**src/sv/plcl_pkg.sv**
```systemverilog
// ---------------------------------------------------------------------------
// Calibration lookup package
// Sizes, codes and shared types of the piecewise linear calibration lookup.
// ---------------------------------------------------------------------------
package plcl_pkg;

  localparam int MAX_ENTRIES = 16;
  localparam int ADDR_W      = $clog2(MAX_ENTRIES);
  localparam int COUNT_W     = $clog2(MAX_ENTRIES + 1);

  localparam int KEY_W       = 16;
  localparam int COORD_W     = 16;
  localparam int INDEX_W     = 4;
  localparam int ENTRY_W     = KEY_W + 2 * COORD_W;
  localparam int CFG_COUNT_W = 5;
  localparam int CFG_IDX_W   = 2;
  localparam int CFG_DATA_W  = 16;

  localparam int FRAC_W      = 16;
  localparam int T_W         = FRAC_W + 1;
  localparam int PROD_W      = T_W + COORD_W;
  localparam int DIV_STEP_W  = $clog2(FRAC_W);

  localparam logic [COORD_W-1:0] PIVOT_RESET = COORD_W'(32768);

  localparam logic REQ_WRITE  = 1'b0;
  localparam logic REQ_LOOKUP = 1'b1;

  typedef enum logic [CFG_IDX_W-1:0] {
    REG_ENTRIES = 2'd0,
    REG_PIVOT_X = 2'd1,
    REG_PIVOT_Y = 2'd2
  } cfg_reg_t;

  typedef struct packed {
    logic              start;
    logic [KEY_W-1:0]  num;
    logic [KEY_W-1:0]  den;
  } div_req_t;

  typedef struct packed {
    logic              done;
    logic [FRAC_W-1:0] quo;
  } div_rsp_t;

endpackage

```
**src/sv/plcl_if.sv**
```systemverilog
// ---------------------------------------------------------------------------
// Calibration lookup channels
// Request and result channels with a valid and ready handshake.
// ---------------------------------------------------------------------------
interface plcl_req_if;
  logic                                valid;
  logic                                ready;
  logic                                req_type;
  logic        [plcl_pkg::INDEX_W-1:0] entry_index;
  logic signed [plcl_pkg::KEY_W-1:0]   entry_key;
  logic        [plcl_pkg::COORD_W-1:0] entry_x;
  logic        [plcl_pkg::COORD_W-1:0] entry_y;
  logic signed [plcl_pkg::KEY_W-1:0]   lookup_value;

  modport source (
    output valid, req_type, entry_index, entry_key, entry_x, entry_y, lookup_value,
    input  ready
  );
  modport sink (
    input  valid, req_type, entry_index, entry_key, entry_x, entry_y, lookup_value,
    output ready
  );
endinterface

interface plcl_res_if;
  logic                                valid;
  logic                                ready;
  logic        [plcl_pkg::COORD_W-1:0] pos_x;
  logic        [plcl_pkg::COORD_W-1:0] pos_y;
  logic                                was_clamped;

  modport source (
    output valid, pos_x, pos_y, was_clamped,
    input  ready
  );
  modport sink (
    input  valid, pos_x, pos_y, was_clamped,
    output ready
  );
endinterface

```
**src/sv/piecewise_linear_calibration_lookup.sv**
```systemverilog
// ---------------------------------------------------------------------------
// Piecewise linear calibration lookup
// Breakpoint table with a serial bracket search, a serial divider and one
// shared multiplier for the interpolation of x and y.
// ---------------------------------------------------------------------------
// The req channel carries two kinds of item. A write item stores one
// breakpoint in the table in the cycle it is accepted and gives no result.
// A lookup item gives one item on the res channel.
// The block takes one item at a time; req.ready is high only when no lookup
// is in progress. A lookup goes to S_FINISH for an empty table, via S_FIRST
// for a value at or below the first key, via S_FIRST and S_LAST at or above
// the last key, and via S_FIRST, S_LAST, S_SEARCH, S_DIVIDE, S_MUL_X,
// S_MUL_Y and S_ADD_Y when interpolating; S_SEARCH visits k keys (1 to
// n-1) of the table RAM, one read per cycle, and S_DIVIDE waits on the
// divider for the fraction t. A bracket that needs no division skips
// S_DIVIDE. The next item is taken in the cycle the result appears, so a
// lookup holds the block; a write item does not. A result waits in an output
// register while res.ready is low; the block still accepts write items
// then, and a finished lookup holds in its last step until the register
// is free. The user must write the configuration through cfg_we, cfg_index
// and cfg_wdata only while the block is idle; the block does not check.
// Reset clears the configuration to an empty table with pivot 0.5, 0.5 and
// empties the pipeline; the table contents are undefined until written.
// ---------------------------------------------------------------------------
module piecewise_linear_calibration_lookup (
  input  logic                              clk,
  input  logic                              rst,
  input  logic                              cfg_we,
  input  logic [plcl_pkg::CFG_IDX_W-1:0]    cfg_index,
  input  logic [plcl_pkg::CFG_DATA_W-1:0]   cfg_wdata,
  plcl_req_if.sink                          req,
  plcl_res_if.source                        res
);

  typedef enum logic [3:0] {
    S_IDLE,
    S_FIRST,
    S_LAST,
    S_SEARCH,
    S_DIVIDE,
    S_MUL_X,
    S_MUL_Y,
    S_ADD_Y,
    S_FINISH
  } state_t;

  state_t state;

  logic [plcl_pkg::CFG_COUNT_W-1:0] entries_in_use;
  logic [plcl_pkg::COORD_W-1:0]     pivot_x;
  logic [plcl_pkg::COORD_W-1:0]     pivot_y;

  logic [plcl_pkg::COUNT_W-1:0]     n_sat;
  logic [plcl_pkg::ADDR_W-1:0]      last_idx;
  logic [plcl_pkg::ADDR_W-1:0]      idx;
  logic signed [plcl_pkg::KEY_W-1:0] v;
  logic signed [plcl_pkg::KEY_W-1:0] ka;
  logic [plcl_pkg::COORD_W-1:0]     xa;
  logic [plcl_pkg::COORD_W-1:0]     ya;
  logic [plcl_pkg::COORD_W-1:0]     xb;
  logic [plcl_pkg::COORD_W-1:0]     yb;
  logic [plcl_pkg::T_W-1:0]         t;
  logic [plcl_pkg::PROD_W-1:0]      prod;
  logic [plcl_pkg::COORD_W-1:0]     fin_x;
  logic [plcl_pkg::COORD_W-1:0]     fin_y;
  logic                             fin_clamp;

  logic                             res_valid;
  logic [plcl_pkg::COORD_W-1:0]     res_x;
  logic [plcl_pkg::COORD_W-1:0]     res_y;
  logic                             res_clamp;

  logic                             ram_we;
  logic [plcl_pkg::ADDR_W-1:0]      ram_waddr;
  logic [plcl_pkg::ENTRY_W-1:0]     ram_wdata;
  logic [plcl_pkg::ADDR_W-1:0]      ram_raddr;
  logic [plcl_pkg::ENTRY_W-1:0]     ram_rdata;

  logic signed [plcl_pkg::KEY_W-1:0] rkey;
  logic [plcl_pkg::COORD_W-1:0]     rx;
  logic [plcl_pkg::COORD_W-1:0]     ry;
  logic                             accept;
  logic                             hit;
  logic signed [plcl_pkg::KEY_W:0]  v_minus_a;
  logic signed [plcl_pkg::KEY_W:0]  b_minus_a;
  logic [plcl_pkg::COORD_W-1:0]     mag;
  logic [plcl_pkg::COORD_W-1:0]     step;
  logic [plcl_pkg::COORD_W-1:0]     lerp_x;
  logic [plcl_pkg::COORD_W-1:0]     lerp_y;

  plcl_pkg::div_req_t               div_req;
  plcl_pkg::div_rsp_t               div_rsp;

  // Configuration registers.
  always_ff @(posedge clk) begin
    if (rst) begin
      entries_in_use <= '0;
      pivot_x        <= plcl_pkg::PIVOT_RESET;
      pivot_y        <= plcl_pkg::PIVOT_RESET;
    end else if (cfg_we) begin
      unique case (cfg_index)
        plcl_pkg::REG_ENTRIES: entries_in_use <= cfg_wdata[plcl_pkg::CFG_COUNT_W-1:0];
        plcl_pkg::REG_PIVOT_X: pivot_x        <= cfg_wdata;
        plcl_pkg::REG_PIVOT_Y: pivot_y        <= cfg_wdata;
        default: ;
      endcase
    end
  end

  always_comb begin
    if (32'(entries_in_use) > plcl_pkg::MAX_ENTRIES) begin
      n_sat = plcl_pkg::COUNT_W'(plcl_pkg::MAX_ENTRIES);
    end else begin
      n_sat = plcl_pkg::COUNT_W'(entries_in_use);
    end
  end

  assign req.ready = (state == S_IDLE);
  assign accept    = req.valid && req.ready;

  assign ram_we    = accept && (req.req_type == plcl_pkg::REQ_WRITE) &&
                     (32'(req.entry_index) < plcl_pkg::MAX_ENTRIES);
  assign ram_waddr = plcl_pkg::ADDR_W'(req.entry_index);
  assign ram_wdata = {req.entry_key, req.entry_x, req.entry_y};

  always_comb begin
    unique case (state)
      S_FIRST:  ram_raddr = last_idx;
      S_LAST:   ram_raddr = plcl_pkg::ADDR_W'(1);
      S_SEARCH: ram_raddr = idx + plcl_pkg::ADDR_W'(1);
      default:  ram_raddr = '0;
    endcase
  end

  plcl_ram #(
    .WIDTH (plcl_pkg::ENTRY_W),
    .DEPTH (plcl_pkg::MAX_ENTRIES)
  ) u_table (
    .clk   (clk),
    .we    (ram_we),
    .waddr (ram_waddr),
    .wdata (ram_wdata),
    .raddr (ram_raddr),
    .rdata (ram_rdata)
  );

  assign rkey = $signed(ram_rdata[plcl_pkg::ENTRY_W-1 -: plcl_pkg::KEY_W]);
  assign rx   = ram_rdata[2*plcl_pkg::COORD_W-1 -: plcl_pkg::COORD_W];
  assign ry   = ram_rdata[plcl_pkg::COORD_W-1:0];

  assign hit       = (rkey >= v) || (idx == last_idx);
  assign v_minus_a = {v[plcl_pkg::KEY_W-1], v} - {ka[plcl_pkg::KEY_W-1], ka};
  assign b_minus_a = {rkey[plcl_pkg::KEY_W-1], rkey} - {ka[plcl_pkg::KEY_W-1], ka};

  always_comb begin
    div_req.start = (state == S_SEARCH) && hit && (rkey > ka) && (v > ka) && (v < rkey);
    div_req.num   = plcl_pkg::KEY_W'(v_minus_a);
    div_req.den   = plcl_pkg::KEY_W'(b_minus_a);
  end

  plcl_div u_div (
    .clk (clk),
    .rst (rst),
    .req (div_req),
    .rsp (div_rsp)
  );

  // One multiplier serves x in S_MUL_X and y in S_MUL_Y.
  always_comb begin
    if (state == S_MUL_X) begin
      mag = (xb >= xa) ? (xb - xa) : (xa - xb);
    end else begin
      mag = (yb >= ya) ? (yb - ya) : (ya - yb);
    end
    step   = prod[plcl_pkg::FRAC_W +: plcl_pkg::COORD_W];
    lerp_x = (xb >= xa) ? (xa + step) : (xa - step);
    lerp_y = (yb >= ya) ? (ya + step) : (ya - step);
  end

  always_ff @(posedge clk) begin
    if (rst) begin
      state     <= S_IDLE;
      res_valid <= 1'b0;
    end else begin
      if (res_valid && res.ready && (state != S_FINISH)) begin
        res_valid <= 1'b0;
      end
      unique case (state)
        S_IDLE: begin
          if (accept && (req.req_type == plcl_pkg::REQ_LOOKUP)) begin
            v        <= req.lookup_value;
            last_idx <= plcl_pkg::ADDR_W'(n_sat - plcl_pkg::COUNT_W'(1));
            if (n_sat == '0) begin
              fin_x     <= pivot_x;
              fin_y     <= pivot_y;
              fin_clamp <= 1'b1;
              state     <= S_FINISH;
            end else begin
              state <= S_FIRST;
            end
          end
        end
        S_FIRST: begin
          if (v <= rkey) begin
            fin_x     <= rx;
            fin_y     <= ry;
            fin_clamp <= 1'b1;
            state     <= S_FINISH;
          end else begin
            ka    <= rkey;
            xa    <= rx;
            ya    <= ry;
            state <= S_LAST;
          end
        end
        S_LAST: begin
          if (v >= rkey) begin
            fin_x     <= rx;
            fin_y     <= ry;
            fin_clamp <= 1'b1;
            state     <= S_FINISH;
          end else begin
            idx   <= plcl_pkg::ADDR_W'(1);
            state <= S_SEARCH;
          end
        end
        S_SEARCH: begin
          if (hit) begin
            xb        <= rx;
            yb        <= ry;
            fin_clamp <= 1'b0;
            if ((rkey <= ka) || (v <= ka)) begin
              t     <= '0;
              state <= S_MUL_X;
            end else if (v >= rkey) begin
              t     <= plcl_pkg::T_W'(1) << plcl_pkg::FRAC_W;
              state <= S_MUL_X;
            end else begin
              state <= S_DIVIDE;
            end
          end else begin
            ka  <= rkey;
            xa  <= rx;
            ya  <= ry;
            idx <= idx + plcl_pkg::ADDR_W'(1);
          end
        end
        S_DIVIDE: begin
          if (div_rsp.done) begin
            t     <= {1'b0, div_rsp.quo};
            state <= S_MUL_X;
          end
        end
        S_MUL_X: begin
          prod  <= t * mag;
          state <= S_MUL_Y;
        end
        S_MUL_Y: begin
          fin_x <= lerp_x;
          prod  <= t * mag;
          state <= S_ADD_Y;
        end
        S_ADD_Y: begin
          fin_y <= lerp_y;
          state <= S_FINISH;
        end
        S_FINISH: begin
          if (!res_valid || res.ready) begin
            res_x     <= fin_x;
            res_y     <= fin_y;
            res_clamp <= fin_clamp;
            res_valid <= 1'b1;
            state     <= S_IDLE;
          end
        end
        default: state <= S_IDLE;
      endcase
    end
  end

  assign res.valid       = res_valid;
  assign res.pos_x       = res_x;
  assign res.pos_y       = res_y;
  assign res.was_clamped = res_clamp;

endmodule

```
**src/sv/plcl_ram.sv**
```systemverilog
// ---------------------------------------------------------------------------
// Generic RAM
// One write port and one read port with registered read data.
// ---------------------------------------------------------------------------
module plcl_ram #(
  parameter int WIDTH = 8,
  parameter int DEPTH = 16
) (
  input  logic                     clk,
  input  logic                     we,
  input  logic [$clog2(DEPTH)-1:0] waddr,
  input  logic [WIDTH-1:0]         wdata,
  input  logic [$clog2(DEPTH)-1:0] raddr,
  output logic [WIDTH-1:0]         rdata
);

  logic [WIDTH-1:0] mem [DEPTH];

  always_ff @(posedge clk) begin
    if (we) begin
      mem[waddr] <= wdata;
    end
    rdata <= mem[raddr];
  end

endmodule

```
**src/sv/plcl_div.sv**
```systemverilog
// ---------------------------------------------------------------------------
// Serial fraction divider
// Restoring divider giving floor(num * 2^16 / den) for num below den,
// one quotient bit per cycle.
// ---------------------------------------------------------------------------
module plcl_div (
  input  logic               clk,
  input  logic               rst,
  input  plcl_pkg::div_req_t req,
  output plcl_pkg::div_rsp_t rsp
);

  logic [plcl_pkg::KEY_W-1:0]      rem;
  logic [plcl_pkg::KEY_W-1:0]      den;
  logic [plcl_pkg::FRAC_W-1:0]     quo;
  logic [plcl_pkg::DIV_STEP_W-1:0] step;
  logic                            running;
  logic                            done;
  logic [plcl_pkg::KEY_W:0]        shifted;
  logic                            fits;
  logic [plcl_pkg::KEY_W-1:0]      rem_next;

  always_comb begin
    shifted  = {rem, 1'b0};
    fits     = shifted >= {1'b0, den};
    rem_next = fits ? plcl_pkg::KEY_W'(shifted - {1'b0, den})
                    : plcl_pkg::KEY_W'(shifted);
  end

  always_ff @(posedge clk) begin
    if (rst) begin
      running <= 1'b0;
      done    <= 1'b0;
    end else begin
      done <= 1'b0;
      if (req.start) begin
        rem     <= req.num;
        den     <= req.den;
        step    <= '0;
        running <= 1'b1;
      end else if (running) begin
        rem  <= rem_next;
        quo  <= {quo[plcl_pkg::FRAC_W-2:0], fits};
        step <= step + plcl_pkg::DIV_STEP_W'(1);
        if (step == plcl_pkg::DIV_STEP_W'(plcl_pkg::FRAC_W - 1)) begin
          running <= 1'b0;
          done    <= 1'b1;
        end
      end
    end
  end

  assign rsp.done = done;
  assign rsp.quo  = quo;

endmodule

```
**src/flat_wrapper.sv**
```systemverilog
// flat-port wrapper written by rule: the top's interface ports become plain ports
module piecewise_linear_calibration_lookup_flat 
  (clk, rst, cfg_we, cfg_index, cfg_wdata, req_valid, req_req_type, req_entry_index, req_entry_key, req_entry_x, req_entry_y, req_lookup_value, req_ready, res_valid, res_pos_x, res_pos_y, res_was_clamped, res_ready);
  plcl_req_if req_i ();
  plcl_res_if res_i ();
  input  logic clk;
  input  logic rst;
  input  logic cfg_we;
  input  logic [plcl_pkg::CFG_IDX_W-1:0] cfg_index;
  input  logic [plcl_pkg::CFG_DATA_W-1:0] cfg_wdata;
  input wire logic [$bits(req_i.valid)-1:0] req_valid;
  input wire logic [$bits(req_i.req_type)-1:0] req_req_type;
  input wire logic [$bits(req_i.entry_index)-1:0] req_entry_index;
  input wire logic [$bits(req_i.entry_key)-1:0] req_entry_key;
  input wire logic [$bits(req_i.entry_x)-1:0] req_entry_x;
  input wire logic [$bits(req_i.entry_y)-1:0] req_entry_y;
  input wire logic [$bits(req_i.lookup_value)-1:0] req_lookup_value;
  output wire logic [$bits(req_i.ready)-1:0] req_ready;
  output wire logic [$bits(res_i.valid)-1:0] res_valid;
  output wire logic [$bits(res_i.pos_x)-1:0] res_pos_x;
  output wire logic [$bits(res_i.pos_y)-1:0] res_pos_y;
  output wire logic [$bits(res_i.was_clamped)-1:0] res_was_clamped;
  input wire logic [$bits(res_i.ready)-1:0] res_ready;
  assign req_i.valid = req_valid;
  assign req_i.req_type = req_req_type;
  assign req_i.entry_index = req_entry_index;
  assign req_i.entry_key = req_entry_key;
  assign req_i.entry_x = req_entry_x;
  assign req_i.entry_y = req_entry_y;
  assign req_i.lookup_value = req_lookup_value;
  assign req_ready = req_i.ready;
  assign res_valid = res_i.valid;
  assign res_pos_x = res_i.pos_x;
  assign res_pos_y = res_i.pos_y;
  assign res_was_clamped = res_i.was_clamped;
  assign res_i.ready = res_ready;
  piecewise_linear_calibration_lookup u_core (.clk(clk), .rst(rst), .cfg_we(cfg_we), .cfg_index(cfg_index), .cfg_wdata(cfg_wdata), .req(req_i), .res(res_i));
endmodule
```
**config.mk**
```make
export PLATFORM = sky130hd
export DESIGN_NAME = piecewise_linear_calibration_lookup_flat
export DESIGN_NICKNAME = d
export VERILOG_FILES = /design/src/sv/plcl_pkg.sv /design/src/sv/plcl_if.sv /design/src/sv/piecewise_linear_calibration_lookup.sv /design/src/sv/plcl_ram.sv /design/src/sv/plcl_div.sv /design/src/flat_wrapper.sv
export SDC_FILE = /design/constraint.sdc
export NUM_CORES = 2
export LEC_CHECK = 0
export BUFFER_PORTS_ARGS = -buffer_cell sky130_fd_sc_hd__buf_2
export CORE_UTILIZATION = 45
export CTS_CLUSTER_SIZE = 12
export DETAILED_ROUTE_END_ITERATION = 6
export GPL_ROUTABILITY_DRIVEN = 0
export SLEW_MARGIN = 10
export SYNTH_ARGS = -nofsm -noshare
export SYNTH_HDL_FRONTEND = slang
export SYNTH_SLANG_ARGS = --single-unit
```
**constraint.sdc**
```tcl
create_clock -name clk -period 16.4 [get_ports clk]
set_clock_uncertainty 0.2 [all_clocks]
set_input_delay 0.82 -clock clk [delete_from_list [all_inputs] [get_ports clk]]
set_output_delay 0.82 -clock clk [all_outputs]
set_load 0.02 [all_outputs]
```
==> impl_metrics.py <==
metrics = {
    "status": {
        "outcome": "finished clean",
    },
    "route": {
        "vias_per_cell": 5.60,
        "wire_per_inst_um": 21.9,
        "drt_iter0_markers": 3169,
        "ant_nets": 0,
        "vias": 37600,
        "routed_wl_um": 147000,
        "drc": 0,
        "first_pass_iters": 5,
    },
    "timing": {
        "finalSetupTns_ns": 0,
        "rsz0062_at_grt": "no",
        "max-slew-margin-rel_pct": 28.0,
        "setup_viol": 0,
        "setup_ws_ns": 6.26,
        "tightest_slew_ns": 1.08,
        "final.period_utilization_pct": 61.8,
        "hold_ws_ns": 0.101,
        "fin_crit_ns": 10.14,
        "hold_viol": 0,
        "clock.fmax_mhz": 98.6,
        "drv_slew": 0,
    },
    "worst_setup_path": {
        "endpoint_kind": "flip-flop",
        "crit_path_max_fanout": 22,
        "r2r_end": "u_core.prod[29]",
        "start_kind": "flip-flop",
        "arrival_ns": 10.40,
        "cp_slowest_cell": "nand3_1",
        "cp-startpoint": "u_core.xb[0]",
        "r2r_setup_slack_ns": 6.26,
        "crit_top_cell": "fa_1",
        "r2r_start": "u_core.xb[0]",
        "crit_type": "flip-flop to flip-flop",
        "r2r_cells": 32,
        "crit_required_ns": 16.66,
        "endpoint": "u_core.prod[29]",
        "slowest_delay_ns": 0.66,
    },
    "place": {
        "port_buffers": 126,
        "place_ws_ns": 6.40,
        "place_hpwl_um": 91700,
    },
    "clock_network": {
        "cts_tree": "built",
        "path_clk_slew_ns": 0.06,
        "numCtsBuffers": 117,
        "postCtsSetupBuffers": 0,
        "holdBufCountCts": 0,
        "htree_levels": 3,
        "cts_buffer_depth": 3,
        "post_cts_resized": 0,
        "clock_sinks": 1115,
        "clock_latency_ns": 0.78,
        "root_buffer": "clkbuf_16",
    },
    "pwr": {
        "power_density_nw_per_um2": 108,
        "internal-power_mw": 5.04,
        "p_clk_share_pct": 36.3,
        "swShare_pct": 27.3,
        "p_seq_share_pct": 46.8,
        "ir_drop_mv": 0.0951,
        "power_frac_comb_pct": 16.9,
        "p_switching_mw": 1.90,
        "cellLeakagePower_nw": 23.9,
    },
    "logic_synthesis": {
        "yosysUniqueCellTypes": 80,
        "synth_async_sr_flop_share_pct": 0,
        "syn_nets": 5451,
        "synth-main-ff-cell": "edfxtp_1",
        "ys_top_cells_by_area": "edfxtp_1, fa_1, ha_1",
        "synthesis.area_um2": 58000,
        "syn_inst": 4886,
        "syn_area_per_cell_um2": 11.9,
        "synth_seq_area_share_pct": 56.2,
        "yosysWarnings": 0,
        "yosysTopAreaCell": "edfxtp_1",
        "synth_edf_count": 1023,
        "yosys_register_bits": 1115,
        "synth_top_area_share_pct": 53.0,
    },
    "layout": {
        "top_register": "u_core.u_table.mem",
        "largest_reg_flops": 768,
        "multi_input_area_um2": 23200,
        "n_fill_cell": 11100,
        "post-route-util_pct": 50.3,
        "fin_nets": 5514,
        "largestRegisters": "u_core.u_table.mem x768, u_core.u_table.rdata x48, u_core.t x17",
        "area_growth_pct": 10.7,
        "ff_latch_area_um2": 32600,
        "drive_gt1_share_pct": 8.04,
    },
    "die": {
        "core_um2": 128000,
        "die_h_um": 361,
        "start_util_pct": 45.4,
        "die_w_um": 361,
        "die_area_um2": 130000,
        "io_pins": 127,
        "num_rows": 131,
    },
    "grt": {
        "grt_max_degree": 197,
        "grt_pass1_wl_um": 225000,
        "grt_pass1_vias": 37300,
        "grt_usage_pct": 22.5,
        "antenna_found_initial": 22,
        "grt_overflow_total": 0,
    },
    "run": {
        "maxCapViolCount": 0,
    },
    "min_path": {
        "min_path_type": "input port to flip-flop",
    },
}
[synthesized netlist by cell type (all sizes together), types with 11 or more instances]
cell type,number
nor3,54
nor4,13
a211oi,257
or3,28
nor2,139
o21ai,99
nand2b,24
and2,313
a31oi,103
xor2,48
xnor2,83
clkbuf,219
o21a,28
o21bai,12
a22oi,28
nand4,24
buf,22
inv,402
o31ai,12
a21boi,11
nor2b,40
nand3,43
a21o,37
a21oi,260
a311oi,97
dfxtp,92
mux2i,30
fa,215
and3,13
nand2,723
ha,258
edfxtp,1023
[layer usage]
metal | GRT usage (%) | up-vias | wire (µm)
li1 | - | 17700 | -
met1 | 30.7 | 18700 | 65000
met2 | 37.3 | 1006 | 70800
met3 | 3.40 | 251 | 7590
met4 | 6.51 | 12 | 3690
met5 | 0 | - | 93
[worst min-delay path by stage]
stage,from,end,cells past startpoint
2_1_floorplan,u_core.fin_x[0],u_core.res.pos_x[0],0
3_3_place_gp,u_core.fin_x[3],u_core.res.pos_x[3],0
3_5_place_dp,u_core.fin_x[0],u_core.res.pos_x[0],0
4_1_cts,req_lookup_value[1],u_core.v[1],1
5_1_grt,req_lookup_value[12],u_core.v[12],1
6_report,req_lookup_value[1],u_core.v[1],1
[power by group through the flow]
stage                     combinational (mW)  clock [mW]  sequential (mW)
after detailed placement                1.17           0             3.30
after global placement                  1.16           0             3.30
final                                   1.17        2.52             3.25
after floorplan                        0.837           0             3.28
after CTS                               1.18        2.57             3.24
after global routing                    1.32        2.68             3.25
[kinds of logic after synthesis]
group | Yosys count | synth area share, %
compound gates | 1026 | 12.0
xor+xnor | 131 | 1.98
fa+ha+maj | 473 | 13.0
buf+inv | 644 | 4.23
flops | 1115 | 56.2
mux | 39 | 0.706
simple gates | 1458 | 12.0
[layout make-up]
type,instances,share of cell area [%]
diodes,6,0.0234
clock buffers,181,5.11
clock inverters,38,0.597
inverters,403,2.36
multi-input cells,3127,36.2
flip-flops and latches,1115,50.7
well taps,1662,3.24
repair buffers,185,1.75
[worst max-delay path: cells and delay by family, from the launching register on]
family / cells / cell delay [ns]
AO/OA/AOI/OAI: 12 / 3.16
XOR/XNOR: 1 / 0.08
adder cells (fa/ha/maj): 9 / 3.73
buffers and inverters: 6 / 0.48
flip-flops: 1 / 0.39
AND/OR/NAND/NOR: 4 / 1.77
[per-stage QoR]
step / power, mW / cell area, µm² / instances
3_5_place_dp: 4.48 / 60500 / 6492
6_report: 6.94 / 64200 / 6717
2_1_floorplan: 4.12 / 58000 / 4886
3_3_place_gp: 4.47 / 60500 / 6492
5_1_grt: 7.25 / 64200 / 6712
4_1_cts: 7.00 / 64100 / 6711
[cells in the final DEF, fill, tap and decap left out, types with 45 or more instances in the layout]
cell and instances:
buf_4 55, o21ai_0 90, a211oi_1 254, a21oi_1 254
nor2_1 126, buf_2 126, a31oi_1 103, and2_1 302
clkbuf_1 54, fa_1 215, dfxtp_1 92, edfxtp_1 1023
xor2_1 48, a311oi_1 97, nand2_1 721, xnor2_1 83
clkbuf_16 118, ha_1 258, inv_1 402, nor3_1 45
(Power assumes the default switching activity.)
